[src/mlpbgt_pkg.sv]
// ----------------------------------------------------------------------------
// mlpbgt_pkg
// Types, fixed-point helpers, sigmoid table and row micro-program for the
// two-layer perceptron batch trainer.
// ----------------------------------------------------------------------------
package mlpbgt_pkg;

    localparam int FEATURES    = 2;
    localparam int MAX_ROWS    = 64;
    localparam int FRAC_BITS   = 16;
    localparam int SIG_BITS    = 8;
    localparam int SIG_ENTRIES = 1 << SIG_BITS;
    localparam int SIG_SHIFT   = FRAC_BITS + 4 - SIG_BITS;

    localparam int NPARAM    = FEATURES * FEATURES + 2 * FEATURES + 1;
    localparam int OUTW_BASE = FEATURES * FEATURES;
    localparam int HB_BASE   = FEATURES * FEATURES + FEATURES;
    localparam int OB_SLOT   = FEATURES * FEATURES + 2 * FEATURES;

    localparam int ROW_W   = 6;
    localparam int CNT_W   = 7;
    localparam int SLOT_W  = 4;
    localparam int STEP_W  = 6;
    localparam int FADDR_W = ROW_W + 1;
    localparam int ROW_LAST = 56;

    localparam logic signed [31:0] ONE_FX  = 32'sd1 <<< FRAC_BITS;
    localparam logic signed [31:0] HALF_FX = 32'sd1 <<< (FRAC_BITS - 1);
    localparam logic signed [31:0] MAX32   = 32'sh7fffffff;
    localparam logic signed [31:0] MIN32   = 32'sh80000000;
    localparam logic [63:0] Q30 = 64'd1 << 30;

    localparam logic [16:0] LR_RESET    = 17'd32768;
    localparam logic [15:0] LIMIT_RESET = 16'd500;
    localparam logic [6:0]  ROWS_RESET  = 7'd3;

    typedef enum logic [1:0] {
        FN_LOAD_PARAM = 2'd0,
        FN_LOAD_FEAT  = 2'd1,
        FN_LOAD_LABEL = 2'd2,
        FN_TRAIN      = 2'd3
    } t_func;

    typedef enum logic [1:0] {
        CFG_LR    = 2'd0,
        CFG_LIMIT = 2'd1,
        CFG_ROWS  = 2'd2
    } t_cfg_idx;

    typedef struct packed {
        logic [1:0]         func;
        logic [3:0]         param_slot;
        logic [5:0]         row;
        logic               feature;
        logic signed [31:0] value;
        logic               label;
    } t_in;

    typedef struct packed {
        logic [3:0]         out_slot;
        logic signed [31:0] out_value;
        logic [15:0]        epochs_run;
        logic               converged;
        logic               last;
    } t_out;

    typedef enum logic [3:0] {
        SRC_X0, SRC_X1, SRC_H0, SRC_H1, SRC_ERR, SRC_ACC,
        SRC_D, SRC_DH, SRC_LR, SRC_PARAM, SRC_GRAD
    } t_src;

    typedef enum logic [4:0] {
        W_NONE, W_X0, W_X1, W_ACC_PROD, W_ACC_ADDPROD, W_ACC_ADDPARAM,
        W_ACC_SIG, W_ACC_ONE_MINUS, W_H0, W_H1, W_D, W_DH, W_ERR,
        W_GRAD_PROD, W_GRAD_ERR, W_GRAD_DH, W_CLEAR, W_PARAM_UPD
    } t_wop;

    typedef struct packed {
        logic              mul_en;
        t_src              src_a;
        t_src              src_b;
        t_wop              wop;
        logic [SLOT_W-1:0] idx;
    } t_uop;

    typedef struct packed {
        logic              ld_en;
        t_uop              uop;
        logic [ROW_W-1:0]  row;
        logic              feat_sel;
    } t_cmd;

    typedef struct packed {
        logic [CNT_W-1:0]   correct;
        logic signed [31:0] rd_param;
    } t_sts;

    typedef logic signed [31:0] t_sig_tab [SIG_ENTRIES];

    function automatic logic signed [31:0] sat32(input logic signed [63:0] v);
        logic signed [31:0] r;
        if (v > 64'(MAX32))      r = MAX32;
        else if (v < 64'(MIN32)) r = MIN32;
        else                     r = v[31:0];
        return r;
    endfunction

    function automatic logic signed [31:0] fadd(input logic signed [31:0] a,
                                                 input logic signed [31:0] b);
        logic signed [32:0] s;
        s = {a[31], a} + {b[31], b};
        return (s[32] != s[31]) ? (s[32] ? MIN32 : MAX32) : s[31:0];
    endfunction

    function automatic logic signed [31:0] fsub(input logic signed [31:0] a,
                                                 input logic signed [31:0] b);
        logic signed [32:0] s;
        s = {a[31], a} - {b[31], b};
        return (s[32] != s[31]) ? (s[32] ? MIN32 : MAX32) : s[31:0];
    endfunction

    // round half up, floor by the fraction width, saturate
    function automatic logic signed [31:0] fmul_fin(input logic signed [63:0] p);
        logic signed [63:0] q;
        q = p + 64'(HALF_FX);
        return sat32(q >>> FRAC_BITS);
    endfunction

    function automatic logic [SIG_BITS-1:0] sig_index(input logic signed [31:0] z);
        logic signed [32:0] t;
        logic [32:0]        sh;
        logic [SIG_BITS-1:0] r;
        t  = {z[31], z} + (33'sd8 <<< FRAC_BITS);
        sh = 33'(t) >> SIG_SHIFT;
        if (t < 0)                          r = '0;
        else if (sh >= 33'(SIG_ENTRIES))    r = SIG_BITS'(SIG_ENTRIES - 1);
        else                                r = sh[SIG_BITS-1:0];
        return r;
    endfunction

    // bit-serial division, evaluated at elaboration only
    function automatic logic [63:0] udiv64(input logic [63:0] n, input logic [63:0] d);
        logic [63:0] q;
        logic [64:0] r;
        q = '0;
        r = '0;
        for (int b = 63; b >= 0; b--) begin
            r = {r[63:0], n[b]};
            if (r >= {1'b0, d}) begin
                r    = r - {1'b0, d};
                q[b] = 1'b1;
            end
        end
        return q;
    endfunction

    function automatic t_sig_tab build_sig_table();
        t_sig_tab    tab;
        logic [63:0] pw [SIG_ENTRIES+1];
        logic [63:0] h, sum, term, den, num, s;
        int          m, am;
        h    = (64'd8 << 30) >> SIG_BITS;
        sum  = Q30;
        term = Q30;
        for (int k = 1; k <= 10; k++) begin
            term = udiv64((term * h) >> 30, 64'(k));
            if ((k % 2) == 1) sum = sum - term;
            else              sum = sum + term;
        end
        pw[0] = Q30;
        for (int i = 1; i <= SIG_ENTRIES; i++)
            pw[i] = (pw[i-1] * sum + (Q30 >> 1)) >> 30;
        for (int i = 0; i < SIG_ENTRIES; i++) begin
            m   = 2 * i + 1 - SIG_ENTRIES;
            am  = (m < 0) ? -m : m;
            den = Q30 + pw[am];
            num = 64'd1 << (FRAC_BITS + 30);
            s   = udiv64(num + (den >> 1), den);
            if (m < 0) s = (64'd1 << FRAC_BITS) - s;
            tab[i] = s[31:0];
        end
        return tab;
    endfunction

    localparam t_sig_tab SIG_TABLE = build_sig_table();

    function automatic t_uop mk(input int mul, input t_src a, input t_src b,
                                input t_wop w, input int idx);
        t_uop u;
        u.mul_en = (mul != 0);
        u.src_a  = a;
        u.src_b  = b;
        u.wop    = w;
        u.idx    = SLOT_W'(idx);
        return u;
    endfunction

    // per-row micro-program: forward pass, then gradient accumulation
    function automatic t_uop row_uop(input logic [STEP_W-1:0] step);
        t_uop u;
        unique case (step)
            6'd1:  u = mk(0, SRC_X0, SRC_X0, W_X0, 0);
            6'd2:  u = mk(0, SRC_X0, SRC_X0, W_X1, 0);
            6'd3:  u = mk(1, SRC_X0, SRC_PARAM, W_NONE, 0);
            6'd4:  u = mk(0, SRC_X0, SRC_X0, W_ACC_PROD, 0);
            6'd5:  u = mk(1, SRC_X1, SRC_PARAM, W_NONE, FEATURES);
            6'd6:  u = mk(0, SRC_X0, SRC_X0, W_ACC_ADDPROD, 0);
            6'd7:  u = mk(0, SRC_X0, SRC_X0, W_ACC_ADDPARAM, HB_BASE);
            6'd8:  u = mk(0, SRC_X0, SRC_X0, W_ACC_SIG, 0);
            6'd9:  u = mk(0, SRC_X0, SRC_X0, W_H0, 0);
            6'd10: u = mk(1, SRC_X0, SRC_PARAM, W_NONE, 1);
            6'd11: u = mk(0, SRC_X0, SRC_X0, W_ACC_PROD, 0);
            6'd12: u = mk(1, SRC_X1, SRC_PARAM, W_NONE, FEATURES + 1);
            6'd13: u = mk(0, SRC_X0, SRC_X0, W_ACC_ADDPROD, 0);
            6'd14: u = mk(0, SRC_X0, SRC_X0, W_ACC_ADDPARAM, HB_BASE + 1);
            6'd15: u = mk(0, SRC_X0, SRC_X0, W_ACC_SIG, 0);
            6'd16: u = mk(0, SRC_X0, SRC_X0, W_H1, 0);
            6'd17: u = mk(1, SRC_H0, SRC_PARAM, W_NONE, OUTW_BASE);
            6'd18: u = mk(0, SRC_X0, SRC_X0, W_ACC_PROD, 0);
            6'd19: u = mk(1, SRC_H1, SRC_PARAM, W_NONE, OUTW_BASE + 1);
            6'd20: u = mk(0, SRC_X0, SRC_X0, W_ACC_ADDPROD, 0);
            6'd21: u = mk(0, SRC_X0, SRC_X0, W_ACC_ADDPARAM, OB_SLOT);
            6'd22: u = mk(0, SRC_X0, SRC_X0, W_ACC_SIG, 0);
            6'd23: u = mk(0, SRC_X0, SRC_X0, W_ERR, 0);
            6'd24: u = mk(1, SRC_ERR, SRC_H0, W_NONE, 0);
            6'd25: u = mk(0, SRC_X0, SRC_X0, W_GRAD_PROD, OUTW_BASE);
            6'd26: u = mk(1, SRC_ERR, SRC_H1, W_NONE, 0);
            6'd27: u = mk(0, SRC_X0, SRC_X0, W_GRAD_PROD, OUTW_BASE + 1);
            6'd28: u = mk(0, SRC_X0, SRC_X0, W_GRAD_ERR, OB_SLOT);
            // hidden unit 0 back-propagation
            6'd29: u = mk(0, SRC_H0, SRC_X0, W_ACC_ONE_MINUS, 0);
            6'd30: u = mk(1, SRC_H0, SRC_ACC, W_NONE, 0);
            6'd31: u = mk(0, SRC_X0, SRC_X0, W_ACC_PROD, 0);
            6'd32: u = mk(0, SRC_X0, SRC_X0, W_D, 0);
            6'd33: u = mk(1, SRC_ERR, SRC_PARAM, W_NONE, OUTW_BASE);
            6'd34: u = mk(0, SRC_X0, SRC_X0, W_ACC_PROD, 0);
            6'd35: u = mk(1, SRC_ACC, SRC_D, W_NONE, 0);
            6'd36: u = mk(0, SRC_X0, SRC_X0, W_ACC_PROD, 0);
            6'd37: u = mk(0, SRC_X0, SRC_X0, W_DH, 0);
            6'd38: u = mk(1, SRC_X0, SRC_DH, W_NONE, 0);
            6'd39: u = mk(0, SRC_X0, SRC_X0, W_GRAD_PROD, 0);
            6'd40: u = mk(1, SRC_X1, SRC_DH, W_NONE, 0);
            6'd41: u = mk(0, SRC_X0, SRC_X0, W_GRAD_PROD, FEATURES);
            6'd42: u = mk(0, SRC_X0, SRC_X0, W_GRAD_DH, HB_BASE);
            // hidden unit 1 back-propagation
            6'd43: u = mk(0, SRC_H1, SRC_X0, W_ACC_ONE_MINUS, 0);
            6'd44: u = mk(1, SRC_H1, SRC_ACC, W_NONE, 0);
            6'd45: u = mk(0, SRC_X0, SRC_X0, W_ACC_PROD, 0);
            6'd46: u = mk(0, SRC_X0, SRC_X0, W_D, 0);
            6'd47: u = mk(1, SRC_ERR, SRC_PARAM, W_NONE, OUTW_BASE + 1);
            6'd48: u = mk(0, SRC_X0, SRC_X0, W_ACC_PROD, 0);
            6'd49: u = mk(1, SRC_ACC, SRC_D, W_NONE, 0);
            6'd50: u = mk(0, SRC_X0, SRC_X0, W_ACC_PROD, 0);
            6'd51: u = mk(0, SRC_X0, SRC_X0, W_DH, 0);
            6'd52: u = mk(1, SRC_X0, SRC_DH, W_NONE, 0);
            6'd53: u = mk(0, SRC_X0, SRC_X0, W_GRAD_PROD, 1);
            6'd54: u = mk(1, SRC_X1, SRC_DH, W_NONE, 0);
            6'd55: u = mk(0, SRC_X0, SRC_X0, W_GRAD_PROD, FEATURES + 1);
            6'd56: u = mk(0, SRC_X0, SRC_X0, W_GRAD_DH, HB_BASE + 1);
            default: u = mk(0, SRC_X0, SRC_X0, W_NONE, 0);
        endcase
        return u;
    endfunction

endpackage

[src/mlpbgt_ctrl.sv]
// ----------------------------------------------------------------------------
// mlpbgt_ctrl
// Controller: load dispatch, epoch loop, per-row micro-program sequencing,
// parameter update sweep and the report run.
// ----------------------------------------------------------------------------
module mlpbgt_ctrl
    import mlpbgt_pkg::*;
(
    input  logic        i_clk,
    input  logic        i_rst_n,
    input  logic        i_valid,
    output logic        o_ready,
    input  t_in         i_data,
    output logic        o_valid,
    input  logic        i_ready,
    output t_out        o_data,
    input  logic [15:0] i_limit,
    input  logic [6:0]  i_rows,
    input  t_sts        i_sts,
    output t_cmd        o_cmd
);

    typedef enum logic [5:0] {
        S_IDLE   = 6'b000001,
        S_CHECK  = 6'b000010,
        S_CLEAR  = 6'b000100,
        S_ROW    = 6'b001000,
        S_UPD    = 6'b010000,
        S_REPORT = 6'b100000
    } t_state;

    t_state            r_state, n_state;
    logic [STEP_W-1:0] r_step, n_step;
    logic [ROW_W-1:0]  r_row, n_row;
    logic [SLOT_W-1:0] r_slot, n_slot;
    logic              r_phase, n_phase;
    logic [15:0]       r_epoch, n_epoch;
    logic              r_conv, n_conv;

    logic [CNT_W-1:0]  rows;
    logic              accept, last_slot;

    assign rows = (i_rows == '0) ? CNT_W'(1) :
                  (i_rows > CNT_W'(MAX_ROWS)) ? CNT_W'(MAX_ROWS) : i_rows;

    assign o_ready   = (r_state == S_IDLE);
    assign accept    = i_valid && o_ready;
    assign last_slot = (r_slot == SLOT_W'(NPARAM - 1));
    assign o_valid   = (r_state == S_REPORT);

    always_comb begin
        n_state = r_state;
        n_step  = r_step;
        n_row   = r_row;
        n_slot  = r_slot;
        n_phase = r_phase;
        n_epoch = r_epoch;
        n_conv  = r_conv;
        unique case (r_state)
            S_IDLE: begin
                if (accept && i_data.func == FN_TRAIN) begin
                    n_epoch = '0;
                    n_conv  = 1'b0;
                    n_state = S_CHECK;
                end
            end
            S_CHECK: begin
                n_slot = '0;
                priority if (r_epoch == i_limit) begin
                    n_state = S_REPORT;
                end else if (r_epoch != '0 && i_sts.correct == rows) begin
                    n_conv  = 1'b1;
                    n_state = S_REPORT;
                end else begin
                    n_state = S_CLEAR;
                end
            end
            S_CLEAR: begin
                n_row   = '0;
                n_step  = '0;
                n_state = S_ROW;
            end
            S_ROW: begin
                if (r_step == STEP_W'(ROW_LAST)) begin
                    n_step = '0;
                    if ({1'b0, r_row} == rows - 1'b1) begin
                        n_slot  = '0;
                        n_phase = 1'b0;
                        n_state = S_UPD;
                    end else begin
                        n_row = r_row + 1'b1;
                    end
                end else begin
                    n_step = r_step + 1'b1;
                end
            end
            S_UPD: begin
                n_phase = ~r_phase;
                if (r_phase) begin
                    if (last_slot) begin
                        n_epoch = r_epoch + 1'b1;
                        n_state = S_CHECK;
                    end else begin
                        n_slot = r_slot + 1'b1;
                    end
                end
            end
            S_REPORT: begin
                if (i_ready) begin
                    if (last_slot) n_state = S_IDLE;
                    else           n_slot  = r_slot + 1'b1;
                end
            end
            default: n_state = S_IDLE;
        endcase
    end

    always_ff @(posedge i_clk) begin
        if (!i_rst_n) begin
            r_state <= S_IDLE;
            r_step  <= '0;
            r_row   <= '0;
            r_slot  <= '0;
            r_phase <= 1'b0;
            r_epoch <= '0;
            r_conv  <= 1'b0;
        end else begin
            r_state <= n_state;
            r_step  <= n_step;
            r_row   <= n_row;
            r_slot  <= n_slot;
            r_phase <= n_phase;
            r_epoch <= n_epoch;
            r_conv  <= n_conv;
        end
    end

    always_comb begin
        o_cmd.ld_en    = accept && i_data.func != FN_TRAIN;
        o_cmd.row      = r_row;
        o_cmd.feat_sel = (r_step == STEP_W'(1));
        unique case (r_state)
            S_CLEAR:  o_cmd.uop = mk(0, SRC_X0, SRC_X0, W_CLEAR, 0);
            S_ROW:    o_cmd.uop = row_uop(r_step);
            S_UPD:    o_cmd.uop = r_phase ? mk(0, SRC_X0, SRC_X0, W_PARAM_UPD, int'(r_slot))
                                          : mk(1, SRC_LR, SRC_GRAD, W_NONE, int'(r_slot));
            S_REPORT: o_cmd.uop = mk(0, SRC_X0, SRC_X0, W_NONE, int'(r_slot));
            default:  o_cmd.uop = mk(0, SRC_X0, SRC_X0, W_NONE, 0);
        endcase
    end

    assign o_data.out_slot   = r_slot;
    assign o_data.out_value  = i_sts.rd_param;
    assign o_data.epochs_run = r_epoch;
    assign o_data.converged  = r_conv;
    assign o_data.last       = last_slot;

`ifndef SYNTHESIS
    a_epoch_bound: assert property (@(posedge i_clk) disable iff (!i_rst_n)
        (r_state == S_REPORT) |-> (r_epoch <= i_limit))
        else $error("epoch count past limit in report");
    a_conv_needs_epoch: assert property (@(posedge i_clk) disable iff (!i_rst_n)
        (o_valid && o_data.converged) |-> (r_epoch != '0))
        else $error("converged with no epoch run");
    a_row_bound: assert property (@(posedge i_clk) disable iff (!i_rst_n)
        (r_state == S_ROW) |-> ({1'b0, r_row} < rows))
        else $error("row counter past row count");
    a_report_ends: assert property (@(posedge i_clk) disable iff (!i_rst_n)
        (o_valid && i_ready && o_data.last) |=> (r_state == S_IDLE))
        else $error("report run did not end after last word");
`endif

endmodule

[config.mk]
export PLATFORM = sky130hd
export DESIGN_NAME = mlpbgt_ctrl
export DESIGN_NICKNAME = d
export VERILOG_FILES = /design/src/mlpbgt_pkg.sv /design/src/mlpbgt_ctrl.sv
export SDC_FILE = /design/constraint.sdc
export NUM_CORES = 1
export LEC_CHECK = 0
export BUFFER_PORTS_ARGS = -buffer_cell sky130_fd_sc_hd__buf_4
export CORE_ASPECT_RATIO = 1.5
export CORE_MARGIN = 2
export CORE_UTILIZATION = 51
export CTS_BUF_LIST = sky130_fd_sc_hd__clkbuf_8
export CTS_CLUSTER_SIZE = 10
export DETAILED_ROUTE_END_ITERATION = 8
export GPL_ROUTABILITY_DRIVEN = 1
export PLACE_DENSITY = 0.8
export RECOVER_POWER = 100
export SLEW_MARGIN = 20
export SYNTH_ARGS = -nofsm -noshare
export SYNTH_HDL_FRONTEND = slang
export SYNTH_SLANG_ARGS = --single-unit
[constraint.sdc]
create_clock -name i_clk -period 3.9 [get_ports i_clk]
set_clock_uncertainty 0.05 [all_clocks]
set_input_delay 0.585 -clock i_clk [delete_from_list [all_inputs] [get_ports i_clk]]
set_output_delay 0.585 -clock i_clk [all_outputs]
set_load 0.01 [all_outputs]
# [Word-level counts from Yosys, hierarchy flattened]
# Memory sizes are Yosys's and may differ from the RTL's. A register that Yosys moved wholly into a read port is not among the register bits.
# Index checks and enable logic that the tools add are counted.
[op_classes] bitwise=1 reduce_logical=17 order_cmp=1 eq_ne=24 muxes=38 addsub=5
[op_table] cell="6-bit 2-to-1 mux" n=14
[op_table] cell="18-bit one-hot mux with 4 select lines" n=1
[op_table] cell="16-bit 2-to-1 mux" n=3
[op_table] cell="6-bit one-hot mux with 6 select lines" n=1
[op_table] cell="16-bit one-hot mux with 2 select lines" n=1
[op_table] cell="6-bit one-hot mux with 2 select lines" n=2
[op_table] cell="4-bit 2-to-1 mux" n=5
[op_table] cell="18-bit 2-to-1 mux" n=1
[op_table] cell="16-bit by 1-bit adder with 16-bit output (second input constant)" n=1
[op_table] cell="16-bit equality test" n=1
[op_table] cell="2-bit != test (second input constant)" n=8
[op_table] cell="4-bit one-hot mux with 4 select lines" n=1
[op_table] cell="16-bit nonzero test" n=1
[op_table] cell="7-bit 2-to-1 mux" n=2
[op_table] cell="6-bit by 1-bit adder with 6-bit output (second input constant)" n=2
[op_table] cell="6-bit by 1-bit equality test with 1-bit output (second input constant)" n=2
[op_table] cell="6-bit equality test (second input constant)" n=2
[op_table] cell="4-bit AND reduction" n=2
[op_table] cell="2-bit nonzero test" n=4
[op_table] cell="6-bit by 7-bit equality test with 1-bit output" n=1
[op_table] cell="7-bit equality test" n=1
[op_table] cell="7-bit greater-than comparator (second input constant)" n=1
[op_table] cell="7-bit zero test" n=1
[op_table] cell="7-bit AND reduction" n=1
[op_table] cell="other kinds (16)" n=27
[word_totals] in_bits=112 register_bits=40 n_memories=1 rom_bits=1024
[mem_list] memory="(name not given)" words=64 word_bits=16 rd=1 rd_clocked_by_memory_dff=1 write_ports=0 line="mlpbgt_pkg.sv:201" text="unique case (step)"

# [Longest topological paths before layout]
# Gate-level depths: netlist of the first run.
[depth] word_depth=8 depth_mapped=13 ltp_nobuf=13

# [Worst setup path before layout of the first run]
# Ideal clock, no wire load.
[synth_timing] kind="input-to-reg" start="in i_rows[2]" end="reg r_slot[3]" t_arrival_ns=3.390 n_path_buf=1 path_stages=11 setup_time_ns=0.117 slack_ns=0.343 cell_sequence="buf_2 -> nor4_2 -> a21oi_1 -> or2_2 -> ha_1 -> xnor2_1 -> a211o_1 -> nor3_1 -> nand4_1 -> a22o_1 -> a32o_1"
[synth_between] elab_chain_cells=7 elab_cells_between_ends=8 classes_between="add/sub (1); order compare (1); eq/ne (2); mux (2); reduce/logical (2)"
[synth_rtl] element="start, declared" line="mlpbgt_ctrl.sv:18" text="input logic [6:0] i_rows,"
[synth_rtl] element="7-bit greater-than comparator" line="mlpbgt_ctrl.sv:44" text="(i_rows > CNT_W'(MAX_ROWS)) ? CNT_W'(MAX_ROWS) : i_rows;"
[synth_rtl] element="7-bit 2-to-1 mux" line="mlpbgt_ctrl.sv:44"
[synth_rtl] element="7-bit 2-to-1 mux *" line="mlpbgt_ctrl.sv:43" text="assign rows = (i_rows == '0) ? CNT_W'(1) :"
[synth_rtl] element="7-bit by 1-bit subtractor with 7-bit output *" line="mlpbgt_ctrl.sv:86" text="if ({1'b0, r_row} == rows - 1'b1) begin"
[synth_rtl] element="6-bit by 7-bit equality test with 1-bit output *" line="mlpbgt_ctrl.sv:86"
[synth_rtl] element="2-bit != test (no line) *"
[synth_rtl] element="5-bit AND reduction (no line) *"
[synth_rtl] element="end signal, assigned" line="mlpbgt_ctrl.sv:131" text="r_slot <= n_slot;"
[synth_rtl] element="end, declared" line="mlpbgt_ctrl.sv:35" text="logic [SLOT_W-1:0] r_slot, n_slot;"
# Every way passes the cells marked *; elsewhere a longest branch is shown, timed or not.
# A chain may end at the register's enable or synchronous reset.

# [Worst setup path after layout of the first run]
[layout_timing] start="in i_rows[0]" end="reg r_slot[3]"
# Same word-level chain as after synthesis.

==> results of run 1 <==
==> cells by family after synthesis <==
kind of cell,Yosys count
fa+ha+maj,15
xor+xnor,38
simple gates,262
mux,8
flops,56
buf+inv,106
compound gates,170
==> layout make-up <==
cell class	instances	area [um2]
clock buffers	5	68.82
clock inverters	3	21.27
fillers	932	4031
inverters	33	123.9
well taps	112	140.1
repair buffers	103	574.3
multi-input cells	493	3227
flip-flops and latches	56	1121
==> power by group through the flow <==
| stage | combinational [mW] | clock (mW) | sequential (mW) |
|---|---|---|---|
| finish | 0.286 | 0.334 | 0.595 |
| global route | 0.311 | 0.363 | 0.598 |
| CTS | 0.287 | 0.344 | 0.595 |
| detailed placement | 0.286 | 0 | 0.608 |
| global placement | 0.281 | 0 | 0.607 |
| floorplan | 0.225 | 0 | 0.600 |
==> cells in the final DEF (no fill, tap or decap), types with 8 or more instances in the layout <==
| cell type | n |
|---|---|
| nor4_1 | 14 |
| nand3_1 | 23 |
| xor2_1 | 22 |
| clkbuf_1 | 53 |
| a21oi_1 | 33 |
| xnor2_1 | 16 |
| a31oi_1 | 15 |
| buf_4 | 50 |
| nand2_1 | 46 |
| dfxtp_1 | 56 |
| nand4_1 | 21 |
| inv_1 | 29 |
| o211ai_1 | 8 |
| a211oi_1 | 12 |
| and3_1 | 15 |
| ha_1 | 15 |
| nor3_1 | 24 |
| nor2_1 | 59 |
| o21ai_0 | 31 |
==> worst paths after layout <==
check	slack (ns)	depth (start not counted)	start	to
max	0.26	13	i_rows[0]	r_slot[3]
min	0.49	2	r_slot[1]	r_slot[1]
max reg2reg	0.45	9	r_state[2]	flip-flop
min reg2reg	0.49	2	r_slot[1]	r_slot[1]
==> worst max-delay path: stages <==
cell,delay (ns)
buf_4,0.13
nor4_2,0.45
a21oi_1,0.17
or2_2,0.32
ha_1,0.26
and2_1,0.19
o21ai_0,0.19
a21oi_1,0.10
nor3_1,0.18
clkbuf_1,0.30
nand4_1,0.36
a22o_1,0.35
a32o_1,0.24
==> stage by stage <==
step                      instances  area, um2  hold slack (ns)  setup slack [ns]
final                           805       5276           0.4904            0.2620
after global routing            805       5276           0.5065            0.1433
after CTS                       805       5482           0.4906            0.5056
after detailed placement        797       5391           0.4740            0.1656
after global placement          797       5391           0.4713            0.2542
after floorplan                 655       4902           0.4656            0.3429
==> metal layers <==
| layer | wire length [um] | part of all wire | global-route usage | up-vias |
|---|---|---|---|---|
| met5 | 0 | 0 | 0 | - |
| met1 | 5336 | 0.35 | 0.2888 | 2374 |
| met2 | 7889 | 0.52 | 0.5303 | 316 |
| li1 | - | - | - | 2446 |
| met4 | 807 | 0.053 | 0.1966 | 0 |
| met3 | 1229 | 0.081 | 0.05368 | 69 |
==> impl_metrics.json, run 1 <==
{
  "timing.fmax_mhz": 274.9,
  "post_route_cells_drive_above_1_share": 0.1255,
  "worst-setup-path-type": "in -> reg",
  "initial_utilization": 0.5267,
  "crit_path_max_fanout": 7,
  "report.final.slew_viol_count": 0,
  "power_frac_comb": 0.235,
  "grt_start_max_net_pins": 23,
  "vdd_drop_max_mv": 0.1462,
  "syn-mean-instance-area_um2": 7.484,
  "grt_antenna_before_repair": 0,
  "synthArstFlopShare": 0,
  "timing.slew.headroom": 0.3811,
  "synth_cell_type_count": 87,
  "dominant_combinational_cell_family_by_area_after_synthesis": "simple AND/OR/NAND/NOR gates",
  "drtPass1Iterations": 5,
  "synth-seq-cells": 56,
  "p_int_mw": 0.8176,
  "die_h_um": 124.1,
  "synth.most_common_cell": "nor2_1",
  "clkSinkCount": 56,
  "yosysSeqAreaShare": 0.2287,
  "drt-vias-per-instance": 6.466,
  "switching_share": 0.3275,
  "net_count_of_the_mapped_netlist": 782,
  "die_w_um": 84.05,
  "finalHoldViolCount": 0,
  "htreeDepth": 2,
  "post_cts_resize_count": 0,
  "post_dp_hpwl_um": 11490,
  "final.setup.tns_ns": 0,
  "globalRoute.totalOverflow": 0,
  "ys_top_cells_by_area": "dfxtp_1, buf_4, nor2_1",
  "first_global_vias": 5191,
  "p_r_area_growth_vs_syn_pct": 7.631,
  "cp-end-kind": "flip-flop",
  "post-synth-top-area-cell": "dfxtp_1",
  "max_cap_viol_count": 0,
  "grt_first_pass_wirelength_um": 24390,
  "track_usage": 0.2865,
  "place_congestion": 1.045,
  "synth-edff-count": 0,
  "power.share.clock": 0.275,
  "drt-wirelength-per-cell_um": 18.96,
  "hold_buffers": 0,
  "synthXorXnorAreaFrac": 0.06789,
  "clock_tree_from_tritoncts": "done",
  "critPathRequiredTime_ns": 4.08,
  "num_vias": 5205,
  "placement.io_buffers": 85,
  "unrepaired_setup_endpoints_after_global_routing": "no",
  "rows": 43,
  "synth.yosys.warnings": 0,
  "root_buffer": "clkbuf_8",
  "synth_top_flop_cell": "dfxtp_1",
  "route.antenna.remaining_nets": 0,
  "remaining_drc_errors": 0,
  "synth_top_area_share": 0.2287,
  "fin_total_pwr_mw": 1.216,
  "ioPinCount": 194,
  "net_switching_power_mw": 0.3981,
  "overall_die_area_mm2": 0.01043,
  "synth_simple_gate_area_frac": 0.2902,
  "p_leak_nw": 2.085,
  "startpoint_type": "input port",
  "cts-root-to-sink-buffers": 2,
  "syn_area_mm2": 0.004902,
  "status": "completed",
  "yosys-mux-area-fraction": 0.01914,
  "detail_route.wirelength_um": 15260,
  "synth_commonest_cells": "nor2_1, dfxtp_1, nand2_1, buf_4, a21oi_1",
  "min_path_type": "reg -> reg",
  "power.density_cell_area_mw_per_mm2": 230.4,
  "timing.final.setup_violations": 0,
  "core_region_area_mm2": 0.009308,
  "worst_skew_pair.late_latency_ns": 0.33,
  "cp_data_arrival_time_ns": 3.82,
  "final_min_period_over_clock_period": 0.9328,
  "power.share.sequential": 0.490,
  "diodes": 0,
  "tritoncts_buffer_count": 5,
  "worstMarginPinSlew_ns": 0.9155,
  "post-cts-setup-buffers": 0,
  "worst_setup_hold_path_clk_slew_ns": 0.11,
  "finalNetCount": 819,
  "syn-instance-count": 655,
  "synth_compound_gate_area_share": 0.2427,
  "finish.utilization": 0.5669,
  "detailedRoute.firstIterationViolations": 452,
  "final_period_minus_worst_setup_slack_ns": 3.638,
  "adder_and_majority_cell_fraction_of_the_synthesized_area": 0.03828
}
Power figures use the tool's default switching activity.
==> run 2, diff against run 1 <==
==> constraint.sdc (replaced) <==
create_clock -name i_clk -period 3.9 [get_ports i_clk]
set_clock_uncertainty 0.05 [all_clocks]
set_input_delay 0.195 -clock i_clk [delete_from_list [all_inputs] [get_ports i_clk]]
set_output_delay 0.195 -clock i_clk [all_outputs]
set_load 0.01 [all_outputs]
==> run 2 against run 1 <==
- first-iteration DRC count shrank 14%
- combinational power down 2%
- clock power down 1%
- largest power group unchanged
- wire length is 1.7% higher
- global-route usage up 0.66 points
- power fell by 0.85%
- non-clock buffer count is 1 higher
- critical path type is now reg -> reg
- largest cell class unchanged
==> impl_metrics.json, run 2 (same netlist as run 1, synthesis figures left out) <==
{
  "cp_slowest_stage_delay_ns": 0.74,
  "grt_first_pass_wirelength_um": 24920,
  "drtPass1Iterations": 5,
  "finalHoldViolCount": 0,
  "final_design_area_no_fill_mm2": 0.005259,
  "max_cap_viol_count": 0,
  "startpoint_type": "flip-flop",
  "track_usage": 0.2931,
  "detail_route.wirelength_um": 15520,
  "min_path_type": "in -> reg",
  "post_dp_hpwl_um": 11600,
  "worstMarginPinSlew_ns": 0.7996,
  "worstPathCellList": "or4_1, o2bb2ai_2, or2_1, o21ai_0, inv_2, nor2_1, a211oi_1, o311ai_0",
  "final_period_minus_worst_setup_slack_ns": 3.531,
  "post-cts-setup-buffers": 0,
  "timing.fmax_mhz": 283.2,
  "drt-vias-per-instance": 6.550,
  "hold_buffers": 0,
  "status": "completed",
  "rows": 43,
  "crit_path_max_fanout": 10,
  "timing.final.setup_violations": 0,
  "multiInputGateArea_mm2": 0.003203,
  "timing.slew.headroom": 0.4613,
  "grt_antenna_before_repair": 0,
  "top_signal_layer_used": "met4",
  "overall_die_area_mm2": 0.01043,
  "final.setup.tns_ns": 0,
  "power.density_cell_area_mw_per_mm2": 229.2,
  "placement.io_buffers": 85,
  "met2_length_um": 8006,
  "cp_data_arrival_time_ns": 3.70,
  "post_route_cells_drive_above_1_share": 0.1167,
  "root_buffer": "clkbuf_8",
  "clkSinkCount": 56,
  "final_min_period_over_clock_period": 0.9054,
  "die_w_um": 84.05,
  "p_r_area_growth_vs_syn_pct": 7.274,
  "diodes": 0,
  "route.antenna.remaining_nets": 0,
  "tritoncts_buffer_count": 5,
  "vdd_drop_max_mv": 0.1600,
  "cp-end-kind": "flip-flop",
  "place_congestion": 0.9766,
  "wl_met3_um": 1168,
  "grt_start_max_net_pins": 19,
  "report.final.slew_viol_count": 0,
  "clock_tree_from_tritoncts": "done",
  "worst_setup_hold_path_clk_slew_ns": 0.11,
  "detailedRoute.firstIterationViolations": 389,
  "unrepaired_setup_endpoints_after_global_routing": "no",
  "placed_area_mm2": 0.005399,
  "htreeDepth": 2,
  "initial_utilization": 0.5267,
  "ioPinCount": 194,
  "cts-root-to-sink-buffers": 2,
  "num_vias": 5279,
  "remaining_drc_errors": 0,
  "first_global_vias": 5094,
  "final_layout_fill_cell_count": 922,
  "worst_skew_pair.late_latency_ns": 0.33,
  "post_cts_resize_count": 0,
  "core_region_area_mm2": 0.009308,
  "critPathRequiredTime_ns": 4.07,
  "met1Wirelength_um": 5613,
  "layout.cells.most_common_list": "nor2_1, dfxtp_1, clkbuf_1, buf_4, nand2_1",
  "slowest_stage": "or4_1",
  "p_leak_nw": 2.083,
  "drt-wirelength-per-cell_um": 19.25,
  "finalNetCount": 820,
  "final-seq-area_mm2": 0.001121,
  "final_common_cell": "nor2_1",
  "die_h_um": 124.1,
  "worst-setup-path-type": "reg -> reg",
  "globalRoute.totalOverflow": 0
}
## run 2: final cells by class
| class | count | share of cell area |
|---|---|---|
| Clock buffer | 5 | 0.01309 |
| Clock inverter | 3 | 0.003807 |
| Inverter | 33 | 0.02355 |
| Multi-Input combinational cell | 493 | 0.6091 |
| Sequential cell | 56 | 0.2132 |
| Tap cell | 112 | 0.02665 |
| Timing Repair Buffer | 104 | 0.1106 |
## run 2: power by group
part | switching [mW] | internal, mW | leakage (nW)
sequential | 0.0164 | 0.580 | 0.452
clock | 0.204 | 0.126 | 0.0455
combinational | 0.176 | 0.103 | 1.59
total | 0.396 | 0.809 | 2.08
## run 2: worst max-delay path: cells and delay by family (launching register included)
family	cells	cell delay (ns)
AO/OA/AOI/OAI	4	1.32
AND/OR/NAND/NOR	3	1.38
flip-flops	1	0.40
buffers and inverters	1	0.26
## run 2: path summary, 6_finish.rpt
check,from,endpoint,slack [ns],cells after the start
min,i_rst_n,r_row[0],0.19,3
min reg2reg,r_slot[1],r_slot[1],0.49,2
max reg2reg,r_state[5],flip-flop,0.37,8
max,r_state[5],flip-flop,0.37,8
## run 2: metal layers
metal / GRT usage / vias up
met5: 0 / -
met4: 0.1694 / 0
met3: 0.05699 / 63
met2: 0.5402 / 310
met1: 0.3089 / 2462
li1: - / 2444
## run 2: stage by stage
stage          utilization  instances  hold WS [ns]  setup slack, ns  total power [mW]
6_report            0.5650        806        0.1893           0.3690             1.205
5_1_grt             0.5650        806        0.2086           0.1058             1.263
4_1_cts             0.5896        806        0.1716           0.4269             1.225
3_5_place_dp        0.5801        798        0.3401           0.4223            0.8986
3_3_place_gp        0.5801        798        0.3401           0.4848            0.8912
2_1_floorplan            -        655        0.4175           0.7329            0.8254
==> run 3, diff against run 2 <==
--- a/config.mk
+++ b/config.mk
@@ -6,14 +6,14 @@
 export NUM_CORES = 1
 export LEC_CHECK = 0
 export BUFFER_PORTS_ARGS = -buffer_cell sky130_fd_sc_hd__buf_4
-export CORE_ASPECT_RATIO = 1.5
+export CORE_ASPECT_RATIO = 1.2
 export CORE_MARGIN = 2
 export CORE_UTILIZATION = 51
 export CTS_BUF_LIST = sky130_fd_sc_hd__clkbuf_8
 export CTS_CLUSTER_SIZE = 10
 export DETAILED_ROUTE_END_ITERATION = 8
 export GPL_ROUTABILITY_DRIVEN = 1
-export PLACE_DENSITY = 0.8
+export PLACE_DENSITY = 0.83
 export RECOVER_POWER = 100
 export SLEW_MARGIN = 20
 export SYNTH_ARGS = -nofsm -noshare
==> run 3 against run 2 <==
- final cell count rose by 0.99%
- sequential power is essentially flat
- first-iteration DRC count up 1.5%
- combinational power about the same
- non-clock buffer count fell by 3
- worst setup slack worse by 0.067 ns
- register-to-register slack worse by 0.07 ns
- hold slack got worse by 0.032 ns
- core utilization shrank 0.74 points
- sequential share of layout area barely moved
- sequential cell count stayed put
- critical path type unchanged
- clock power increased by 3%
==> impl_metrics.json, run 3 (same netlist as run 1, synthesis figures left out) <==
{
  "status": "completed",
  "worst_skew_pair.late_latency_ns": 0.31,
  "clock_tree_from_tritoncts": "done",
  "final_layout_fill_cell_count": 911,
  "finalNonFillerCells": 814,
  "power.density_cell_area_mw_per_mm2": 232.1,
  "grt_start_max_net_pins": 22,
  "worst-setup-path-type": "reg -> reg",
  "num_vias": 5191,
  "placed_area_mm2": 0.005390,
  "max_cap_viol_count": 0,
  "die_h_um": 111.4,
  "place_congestion": 0.9573,
  "diodes": 0,
  "initial_utilization": 0.5205,
  "hold_path_startpoint": "i_rst_n",
  "overall_die_area_mm2": 0.01042,
  "hold_path_depth": 3,
  "first_global_vias": 4992,
  "final.setup.tns_ns": 0,
  "timing.critical_path.from": "r_state[1]",
  "post_cts_resize_count": 0,
  "detail_route.wirelength_um": 14670,
  "timing.fmax_mhz": 277.9,
  "final_min_period_over_clock_period": 0.9225,
  "die_w_um": 93.50,
  "root_buffer": "clkbuf_8",
  "route.antenna.remaining_nets": 0,
  "detailedPlace.worstSlack_ns": 0.5072,
  "report.final.slew_viol_count": 0,
  "worst_setup_hold_path_clk_slew_ns": 0.11,
  "worstPathCellList": "nor4_2, buf_4, buf_4, o311ai_0, nor2_1, clkinv_1, ha_1, clkbuf_2, and2_1, o311ai_0, o311ai_1",
  "detailedRoute.firstIterationViolations": 395,
  "crit_path_max_fanout": 12,
  "clkSinkCount": 56,
  "final_design_area_no_fill_mm2": 0.005251,
  "finish.utilization": 0.5576,
  "critPathRequiredTime_ns": 4.01,
  "final.setup.worst_slack_ns": 0.3021,
  "post_dp_hpwl_um": 10870,
  "cts-root-to-sink-buffers": 2,
  "placement.io_buffers": 85,
  "worstMarginPinSlew_ns": 0.8462,
  "grt_antenna_before_repair": 0,
  "holdWs_ns": 0.1578,
  "finalNetCount": 817,
  "core_region_area_mm2": 0.009418,
  "vdd_drop_max_mv": 0.1821,
  "placed_cells": 806,
  "regToRegSetupSlack_ns": 0.30,
  "finalHoldViolCount": 0,
  "hold_buffers": 0,
  "globalRoute.totalOverflow": 0,
  "cp_data_arrival_time_ns": 3.71,
  "worst_r2r_path_depth": 11,
  "timing.slew.headroom": 0.4359,
  "drtPass1Iterations": 5,
  "holdPathEnd": "r_row[0]",
  "remaining_drc_errors": 0,
  "startpoint_type": "flip-flop",
  "p_r_area_growth_vs_syn_pct": 7.121,
  "fin_total_pwr_mw": 1.219,
  "htreeDepth": 2,
  "slowest_stage": "clkinv_1",
  "layout.cells.most_common_list": "nor2_1, dfxtp_1, clkbuf_1, nand2_1, buf_4",
  "final_period_minus_worst_setup_slack_ns": 3.598,
  "ioPinCount": 194,
  "r2r_start": "r_state[1]",
  "cp_slowest_stage_delay_ns": 0.44,
  "grt_first_pass_wirelength_um": 24010,
  "unrepaired_setup_endpoints_after_global_routing": "no",
  "tritoncts_buffer_count": 5,
  "track_usage": 0.2767,
  "post_route_cells_drive_above_1_share": 0.1143,
  "cp-end-kind": "flip-flop",
  "post-cts-setup-buffers": 0,
  "drt-wirelength-per-cell_um": 18.02,
  "rows": 39,
  "timing.final.setup_violations": 0,
  "drt-vias-per-instance": 6.377,
  "final_common_cell": "nor2_1",
  "min_path_type": "in -> reg",
  "p_leak_nw": 2.064
}
[run 3: changes by cell type in the layout (fill, tap and decap cells not counted), moves of 2 or more]
cell	delta
buf_4	-6
clkbuf_1	+2
o21ai_0	-2
inv_1	-2
[run 3: area by class of cell]
class / instances / area (um2) / share of cell area
well taps: 123 / 153.9 / 0.02931
flip-flops and latches: 56 / 1121 / 0.2135
repair buffers: 101 / 549.3 / 0.1046
inverters: 33 / 123.9 / 0.02359
clock buffers: 5 / 68.82 / 0.01310
clock inverters: 3 / 27.53 / 0.005242
multi-input cells: 493 / 3207 / 0.6107
[run 3: worst max-delay path by stage]
stage           endpoint  slack, ns  cells after the start
2_1_floorplan  r_slot[3]       0.73                     11
5_1_grt        flip-flop       0.08                     11
3_3_place_gp   flip-flop       0.53                     12
4_1_cts        flip-flop       0.49                     12
3_5_place_dp   flip-flop       0.51                     12
6_report       flip-flop       0.30                     11
[run 3: where the power goes]
group / internal (mW) / switching (mW)
Combinational: 0.107 / 0.174
Clock: 0.133 / 0.208
Sequential: 0.580 / 0.0168
Total: 0.820 / 0.399
[run 3: worst max-delay path: cells and delay by family (launching register included)]
family / cells / cell delay [ns]
AO/OA/AOI/OAI: 3 / 0.67
adder cells (fa/ha/maj): 1 / 0.35
buffers and inverters: 4 / 1.06
flip-flops: 1 / 0.43
AND/OR/NAND/NOR: 3 / 0.88
[run 3: layer usage]
layer	track usage	vias to the layer above	share of wire
met5	0	-	0
met4	0.1235	0	0.041
met3	0.03518	55	0.089
met2	0.4911	298	0.49
met1	0.3284	2396	0.38
li1	-	2442	-
